--- src/hdl/mpq_pkg.sv ---
// mpq_pkg: shared types and constants of the max priority queue.
// Used by mpq_cell, max_priority_queue and mpq_checker; no dependencies.
`default_nettype none

package mpq_pkg;

  localparam int VALUE_W  = 32;
  localparam int FUNC_W   = 2;
  localparam int STATUS_W = 2;
  localparam int COUNT_W  = 5;
  localparam int CAP_W    = 5;
  localparam int IN_DATA_W  = 32;
  localparam int OUT_DATA_W = 40;
  localparam logic [CAP_W-1:0] CAP_RESET = 5'd16;

  typedef enum logic [FUNC_W-1:0] {
    FUNC_INSERT  = 2'd0,
    FUNC_PEEK    = 2'd1,
    FUNC_EXTRACT = 2'd2,
    FUNC_NOP     = 2'd3
  } func_t;

  typedef enum logic [STATUS_W-1:0] {
    STATUS_OK    = 2'd0,
    STATUS_FULL  = 2'd1,
    STATUS_EMPTY = 2'd2
  } status_t;

  // per-cycle command broadcast to every cell
  typedef struct packed {
    logic insert;
    logic extract;
  } cell_ctl_t;

endpackage

`default_nettype wire

--- src/hdl/mpq_cell.sv ---
// mpq_cell: one slot of the sorted chain (largest value in cell 0).
// Depends on mpq_pkg for the command struct.
`default_nettype none

module mpq_cell #(
  parameter int DATA_WIDTH = 32
) (
  input  wire                         clk,
  input  mpq_pkg::cell_ctl_t          ctl,
  input  wire                         occupied,
  input  wire signed [DATA_WIDTH-1:0] ins_value,
  input  wire signed [DATA_WIDTH-1:0] upper_data,
  input  wire                         upper_gt,
  input  wire signed [DATA_WIDTH-1:0] lower_data,
  output logic signed [DATA_WIDTH-1:0] data,
  output logic                         gt
);

  logic signed [DATA_WIDTH-1:0] data_next;

  // new value belongs at or above this slot
  assign gt = !occupied || (ins_value > data);

  always_comb begin
    data_next = data;
    if (ctl.insert) begin
      if (gt) begin
        data_next = upper_gt ? upper_data : ins_value;
      end
    end else if (ctl.extract) begin
      data_next = lower_data;
    end
  end

  always_ff @(posedge clk) begin
    data <= data_next;
  end

endmodule

`default_nettype wire

--- src/hdl/max_priority_queue.sv ---
// max_priority_queue: bounded max priority queue built as a sorted chain of cells.
// Depends on mpq_pkg and mpq_cell.
//
//  channel | dir | handshake          | payload
//  s       | in  | s_tvalid/s_tready  | s_tuser[1:0] func, s_tdata[31:0] value
//  m       | out | m_tvalid/m_tready  | m_tdata: result_value, status, count, is_empty
//  cfg     | in  | cfg_wr_en          | cfg_wr_data[4:0] capacity_limit
//
// Each request is first registered; once m is free, the cell chain inserts
// (parallel compare) or shifts up (extract) and the result is loaded.
// The max is always in cell 0. Reset clears the count and sets capacity 16.
// A request is taken while a result waits; it is processed once m is free.
`default_nettype none

module max_priority_queue #(
  parameter int DEPTH      = 16,
  parameter int DATA_WIDTH = 32
) (
  input  wire        clk,
  input  wire        rst,
  input  wire        s_tvalid,
  output logic       s_tready,
  input  wire [mpq_pkg::IN_DATA_W-1:0]   s_tdata,   // [31:0] value
  input  wire [1:0]  s_tuser,   // [1:0] func
  output logic       m_tvalid,
  input  wire        m_tready,
  output logic [mpq_pkg::OUT_DATA_W-1:0] m_tdata,   // [31:0] result_value,
                                // [33:32] status, [38:34] count, [39] is_empty
  input  wire        cfg_wr_en,
  input  wire [4:0]  cfg_wr_data
);

  localparam int CNT_W = $clog2(DEPTH + 1);
  localparam int CMP_W = (CNT_W > mpq_pkg::CAP_W) ? CNT_W : mpq_pkg::CAP_W;

  logic [mpq_pkg::CAP_W-1:0]   capacity;
  logic [CNT_W-1:0]            count;
  logic [CNT_W-1:0]            count_next;
  logic                        pend;
  mpq_pkg::func_t              req_func;
  logic signed [DATA_WIDTH-1:0] req_value;
  logic signed [mpq_pkg::VALUE_W-1:0] in_value;

  mpq_pkg::cell_ctl_t           ctl;
  logic signed [DATA_WIDTH-1:0] cell_data [DEPTH];
  logic                         cell_gt   [DEPTH];

  logic                         fire;
  logic                         full;
  mpq_pkg::status_t             res_status;
  logic [mpq_pkg::VALUE_W-1:0]  res_value;

  assign in_value = s_tdata[mpq_pkg::VALUE_W-1:0];
  assign s_tready = !pend;
  assign fire     = pend && (!m_tvalid || m_tready);
  assign full     = (count == CNT_W'(DEPTH)) ||
                    (CMP_W'(count) >= CMP_W'(capacity));

  always_comb begin
    ctl        = '0;
    count_next = count;
    res_status = mpq_pkg::STATUS_OK;
    res_value  = '0;
    unique case (req_func) inside
      mpq_pkg::FUNC_INSERT: begin
        if (full) begin
          res_status = mpq_pkg::STATUS_FULL;
        end else begin
          ctl.insert = fire;
          count_next = count + 1'b1;
        end
      end
      mpq_pkg::FUNC_PEEK, mpq_pkg::FUNC_EXTRACT: begin
        if (count == '0) begin
          res_status = mpq_pkg::STATUS_EMPTY;
        end else begin
          res_value = mpq_pkg::VALUE_W'(cell_data[0]);
          if (req_func == mpq_pkg::FUNC_EXTRACT) begin
            ctl.extract = fire;
            count_next  = count - 1'b1;
          end
        end
      end
      default: begin
      end
    endcase
  end

  always_ff @(posedge clk) begin
    if (rst) begin
      capacity <= mpq_pkg::CAP_RESET;
      count    <= '0;
      pend     <= 1'b0;
      m_tvalid <= 1'b0;
    end else begin
      if (cfg_wr_en) begin
        capacity <= cfg_wr_data;
      end
      if (s_tvalid && s_tready) begin
        pend <= 1'b1;
      end else if (fire) begin
        pend <= 1'b0;
      end
      if (fire) begin
        count    <= count_next;
        m_tvalid <= 1'b1;
      end else if (m_tready) begin
        m_tvalid <= 1'b0;
      end
    end
  end

  always_ff @(posedge clk) begin
    if (s_tvalid && s_tready) begin
      req_func  <= mpq_pkg::func_t'(s_tuser);
      req_value <= DATA_WIDTH'(in_value);
    end
    if (fire) begin
      m_tdata <= {(count_next == '0),
                  mpq_pkg::COUNT_W'(count_next),
                  res_status,
                  res_value};
    end
  end

  for (genvar i = 0; i < DEPTH; i++) begin : g_cell
    logic signed [DATA_WIDTH-1:0] up_d;
    logic signed [DATA_WIDTH-1:0] lo_d;
    logic                         up_gt;

    if (i == 0) begin : g_head
      assign up_d  = req_value;
      assign up_gt = 1'b0;
    end else begin : g_body
      assign up_d  = cell_data[i-1];
      assign up_gt = cell_gt[i-1];
    end
    if (i == DEPTH - 1) begin : g_tail
      assign lo_d = cell_data[i];
    end else begin : g_mid
      assign lo_d = cell_data[i+1];
    end

    mpq_cell #(
      .DATA_WIDTH(DATA_WIDTH)
    ) u_cell (
      .clk        (clk),
      .ctl        (ctl),
      .occupied   (CNT_W'(i) < count),
      .ins_value  (req_value),
      .upper_data (up_d),
      .upper_gt   (up_gt),
      .lower_data (lo_d),
      .data       (cell_data[i]),
      .gt         (cell_gt[i])
    );
  end

endmodule

`default_nettype wire

--- config.mk ---
export PLATFORM = sky130hd
export DESIGN_NAME = max_priority_queue
export DESIGN_NICKNAME = d
export VERILOG_FILES = /design/src/hdl/mpq_pkg.sv /design/src/hdl/mpq_cell.sv /design/src/hdl/max_priority_queue.sv
export SDC_FILE = /design/constraint.sdc
export NUM_CORES = 2
export LEC_CHECK = 0
export BUFFER_PORTS_ARGS = -buffer_cell sky130_fd_sc_hd__buf_2
export CORE_ASPECT_RATIO = 0.7
export CORE_UTILIZATION = 58
export DETAILED_ROUTE_END_ITERATION = 8
export GPL_TIMING_DRIVEN = 0
export PLACE_DENSITY = 0.76
export SYNTH_ARGS = -nofsm -noshare
export SYNTH_HDL_FRONTEND = slang
export SYNTH_SLANG_ARGS = --single-unit
--- constraint.sdc ---
create_clock -name clk -period 4.9 [get_ports clk]
set_input_delay 0.49 -clock clk [delete_from_list [all_inputs] [get_ports clk]]
set_output_delay 0.49 -clock clk [all_outputs]
set_load 0.005 [all_outputs]
---- After elaboration in Yosys (flattened, before gate mapping) ----
Index checks and enable logic that the tools add are counted.
W data, S select, Z words.
storage, ports and cells
  bits in read-only memories .............. 0
  input port bits ......................... 44
  memory bits (writable) .................. 0
  memories ................................ 0
  bits in registers ....................... 598
  bits in latches ......................... 0
operators by class
  equal/unequal tests ..................... 18
  multipliers ............................. 0
  reduce and logical (&&, ||, !) cells .... 62
  divide/modulo/power cells ............... 0
  shifts and indexed selects .............. 0
  bitwise operators ....................... 1
  mux-type cells .......................... 76
  $lt $le $gt $ge ......................... 33
  $add $sub $neg .......................... 2
operators by type and width
  cell                   number
  $mux W32               60
  $gt A32 B32 Y1         16
  $lt A4 B5 Y1 const A   8
  $reduce_and A2 Y1      16
  $ne A2 B1 Y1 const B   15
  $lt A3 B5 Y1 const A   4
  $logic_not A1 Y1       18
  $logic_or A1 B1 Y1     18
  $mux W5                3
  $logic_not A5 Y1       2
  $lt A1 B5 Y1 const A   2
  $lt A2 B5 Y1 const A   2
  $mux W1                10
  $pmux W5 S2            1
  $reduce_bool A2 Y1     3
  $add A5 B1 Y5 const B  1
  $eq A5 B5 Y1 const B   1
  $ge A5 B5 Y1           1
  $sub A5 B1 Y5 const B  1
  $pmux W2 S2            1
  $reduce_or A2 Y1       2
  $eq A2 B1 Y1 const B   1
  $eq A2 B2 Y1 const B   1
  $logic_and A1 B1 Y1    2
  3 further kinds        3

---- Longest topological paths before layout ----
  word-level depth ........................ 8
  gate-level depth with buffers ........... 13
  mapped depth without buffers ............ 10

---- Hierarchy ----
Synthesis repeated with hierarchy kept, for this count alone.
unflattened totals
  cell total of the unflattened synthesis .. 4371
  area total of the unflattened synthesis .. 42924.9 sq um
by module, submodules not included
  module              times used  cells each  area an instance (sq um)  sequential area each (sq um)
  mpq_cell            16          256         2459.9                    960.9
  max_priority_queue  1           275         3567.2                    2462.4

---- Worst setup path before layout ----
No wires, ideal clock.
  path kind ............................... register -> register
  start ................................... reg count[0]
  end ..................................... reg g_cell[15].u_cell.data[0] (enable)
  arrival time ............................ 4560 ps
  required time ........................... 4434 ps
  cell stages (with the launch flop) ...... 13
  clock period less this slack ............ 5026 ps
  setup time .............................. 466 ps
  setup slack ............................. -126 ps
  cells stage by stage .................... dfxtp_1 > clkbuf_1 > inv_1 > ha_1 > nand2b_1 > a21o_1 > a21oi_1 > o21a_1 > and2_1 > nand2_1 > clkbuf_1 > clkbuf_1 > o21ai_0
between the ends
  longest elaborated chain between the ends .. 5
ends and longest elaborated chain
  item                                          line                                                text
  start, declared                               max_priority_queue.sv:37                            logic [CNT_W-1:0] count;
  start signal, assigned                        max_priority_queue.sv:105                           count <= count_next;
  $ge A5 B5 Y1 or $eq A5 B5 Y1 (tied branches)  max_priority_queue.sv:57, max_priority_queue.sv:56
  $logic_or A1 B1 Y1                            max_priority_queue.sv:56                            assign full = (count == CNT_W'(DEPTH)) ||
  $mux W1                                       max_priority_queue.sv:66                            if (full) begin
  $mux W1                                       max_priority_queue.sv:64                            unique case (req_func) inside
  $reduce_and A2 Y1 (no source line) *          n/a
  end signal, assigned                          mpq_cell.sv:36                                      data <= data_next;
  end, declared                                 mpq_cell.sv:15                                      output logic signed [DATA_WIDTH-1:0] data,
Every way passes the cells marked *; elsewhere a longest branch is shown, timed or not.
A chain may end at the register's enable or synchronous reset.

---- Final worst setup path ----
  start ................................... reg req_value[27], in the netlist g_cell[0].up_d[27]
  end ..................................... reg g_cell[12].u_cell.data[5] (enable)
between the ends
  longest elaborated chain between the ends .. 4
ends and longest elaborated chain
  item                                line                       text
  start, declared                     max_priority_queue.sv:41   logic signed [DATA_WIDTH-1:0] req_value;
  start signal, assigned              max_priority_queue.sv:116  req_value <= DATA_WIDTH'(in_value);
  $gt A32 B32 Y1                      mpq_cell.sv:22             assign gt = !occupied || (ins_value > data);
  $logic_or A1 B1 Y1                  mpq_cell.sv:22
  $ne A2 B1 Y1 (no source line)       n/a
  $reduce_and A2 Y1 (no source line)  n/a
  end signal, assigned                mpq_cell.sv:36
  end, declared                       mpq_cell.sv:15
No other way between the ends.

==> results.md <==
* Routability cong. at between 1 and 1.5
* Total Neg Setup Slack at -43.1 ps
* Clk_skew at 37.7 ps
* Top cells by area, synth: edfxtp_1, ha_1, o221ai_1
* CTS root buf: clkbuf_16
* FP Rows at 80
* Clock Sinks at 598
* Crit start category: register
* Post-route antenna net violation count at 0
* CTS clk-pin slew, worst paths at 60 ps
* Sequential share of power at between 40 and 50%
* Clock share of power at just under 40%
* Post-DP HPWL at 109000 um
* Final Non-Filler Cells at 5144
* Chip height at approximately 220 um
* Vias per Instance at 6.97
* Peak VDD IR at roughly 280 uV
* First-pass GRT wire length at approximately 210000 um
* Gr usage total at 38.7%
* Largest net degree at the start of global routing at 36
* H-tree depth at 2
* Area Overhead vs Synth at 12.5%
* EDFF count, synth at 586
* Tmin final at a little under 5000 ps
* Share of cells above drive strength 1 at approximately a tenth
* Worst-Margin Slew at between 1000 and 1500 ps
* CTS buffer count at 61
* # port buffers at 84
* PD cells at approximately 300 nW/um^2
* Initial core utilization at 59.0%
* Yosys top cell area share at approximately 44%
* Area of the core at between 60000 and 70000 sq um
* Worst setup path startpoint: g_cell[0].up_d[27]
* Post-layout util at about two thirds
* Maximum clock insertion buffer count at 3
* Post-synth top cells: edfxtp_1, inv_1, ha_1
* Combinational fraction of design power at 16.0%
* Crit-path cells: buf_12, buf_4, ha_1, nand4_1, nor4_1, nand2_1, nor3_1, a31oi_1, a22oi_1, buf_2, buf_2, nand2_1, nand2_2
* Area of the mapped netlist at 40400 sq um
* Total grt overflow at 0
* Syn_area_per_cell at just over 10 sq um
* Worst setup path category: register to register
* Die width at roughly 320 um
* Max Transition Viols Final at 0
* Crit-path slowest cell: nor4_1
* Final worst-path cycle share at 100%
* Synth Flop Type: edfxtp_1
* Worst Path Required at roughly 5200 ps
* Unique masters post-synth at between 60 and 70
* Pint at about 9.6 mW
* Hold_sp: cfg_wr_data[4]
* Leading area contributor after synthesis: edfxtp_1
* CP max stage delay at 740 ps
* Finish-stage setup viols at 5
* Synth async-reset ratio at 0%
* NetSw at 3.85 mW
* Nets at 4758
* Relative slew slack at roughly 6.9%
* CP arrival at around 5200 ps
* Syn Nets at approximately 4500
* RSZ-0062 raised after global routing: true
* Ports at 86
* Top-count cell post-synth: edfxtp_1
* Number of global-route vias before repair at about 34000
* Max-Cap Viols at 0
* Failing checks: negative setup slack
* Overall Power at 13.5 mW
* Final setup margin at -13.6 ps
* Warning count from the yosys run at 0
* Routed Wire Length at approximately 140000 um
* Mapped Cells at 3948
* Worst-skew pair later-pin latency at between 600 and 700 ps
* Sw frac at 28.6%
* Cells after DPL at 4943
* Crit path max fanout at 32
* Initial antenna violation count at 0
* Crit. End Element: register
* Wire length per cell at 27.2 um
* RR Startpoint: g_cell[0].up_d[27]
* Leakage at 18.7 nW
* Status: finished, violations left
* DR iter-0 viols at approximately 5900
* Drt drc at 0
* TritonRoute pass-1 iters at 8
* Sequential fraction of the synthesis area at around 44%
* Die Area at 70800 sq um
* FMAX at ~200 MHz
* TritonCTS clock tree: built
* Final hold vios at 0
* Via count at 35863
* Synth Register Bits at between 500 and 600
* Worst Hold Class: input pin to register
power groups by stage:
stage | Sequential, mW | Clock (mW) | Combinational (mW)
after floorplan | 6.07 | 0 | 1.23
after global placement | 6.16 | 0 | 1.78
after detailed placement | 6.15 | 0 | 1.87
after CTS | 6.01 | 5.28 | 1.99
after global routing | 6.00 | 5.46 | 2.31
final | 5.99 | 5.32 | 2.15
repair_timing:
| item | CTS | global route |
|---|---|---|
| resized for setup | 13 | 21 |
| hold buffers | 35 | 0 |
| endpoints found under the hold margin | 35 | 0 |
| setup buffers | 31 | 21 |
| endpoints found under the setup margin | 269 | 419 |
through the flow:
step	setup WS [ps]	hold WS (ps)	area (sq um)
global route	-155	46.4	45500
CTS	3.28	17.5	45200
floorplan	535	460	40400
finish	-13.6	31.5	45500
global placement	-1630	476	42000
detailed placement	-582	487	42300
path summary, 6_finish.rpt:
kind	to	slack, ps	depth (start not counted)
setup / recovery	g_cell[12].u_cell.data[5]	-10	13
hold / removal	capacity[4]	30	3
setup reg to reg	g_cell[12].u_cell.data[5]	-10	13
hold reg to reg	m_tvalid	500	2
cell usage in the layout, fill, tap and decap left out, types with 124 or more instances in the layout:
cell type  count
edfxtp_1     586
inv_1        526
ha_1         523
nand3_1      421
o221ai_1     404
nand2_1      235
buf_2        190
a21oi_1      176
nand4_1      141
a21o_1       124
cell families after synthesis:
| group | synth area share [%] |
|---|---|
| muxes | 1.36 |
| buffers and inverters | 7.67 |
| AOI/OAI and AO/OA | 18.3 |
| xor gates and xnor gates | 0.0217 |
| DFF | 44.1 |
| and+or+nand+nor | 12.3 |
| adders and majority gates | 16.2 |
area by class of cell:
type,instances,area [sq um]
Fill cell,5356,23100
Multi-Input combinational cell,2565,19700
Sequential cell,598,17800
Inverter,526,1970
Clock buffer,68,1570
Timing Repair Buffer,180,1570
Buffer,259,1150
Tap cell,902,1130
Clock inverter,45,593
Antenna cell,1,2.50
sequential cells by signal, indices dropped and copies added, names as in the netlist:
register            count
m_tdata                40
g_cell.u_cell.data    512
pend                    1
m_tvalid                1
count                   5
capacity                5
req_func                2
g_cell.up_d            32
worst max-delay path, delay by kind of cell, from the launching register on:
family / cells / cell delay, ps
simple gates: 6 / 2100
fa+ha+maj: 1 / 310
flops: 1 / 410
buf+inv: 4 / 1090
compound gates: 2 / 590
metal layers:
layer / vias to the layer above / routed length (um) / track usage, %
met5: - / 0 / 0
met4: 0 / 3720 / 10.5
met3: 268 / 23400 / 15.7
met2: 2579 / 53200 / 50.9
met1: 17277 / 59500 / 57.8
li1: 15739 / - / -
(Power assumes the default switching activity.)
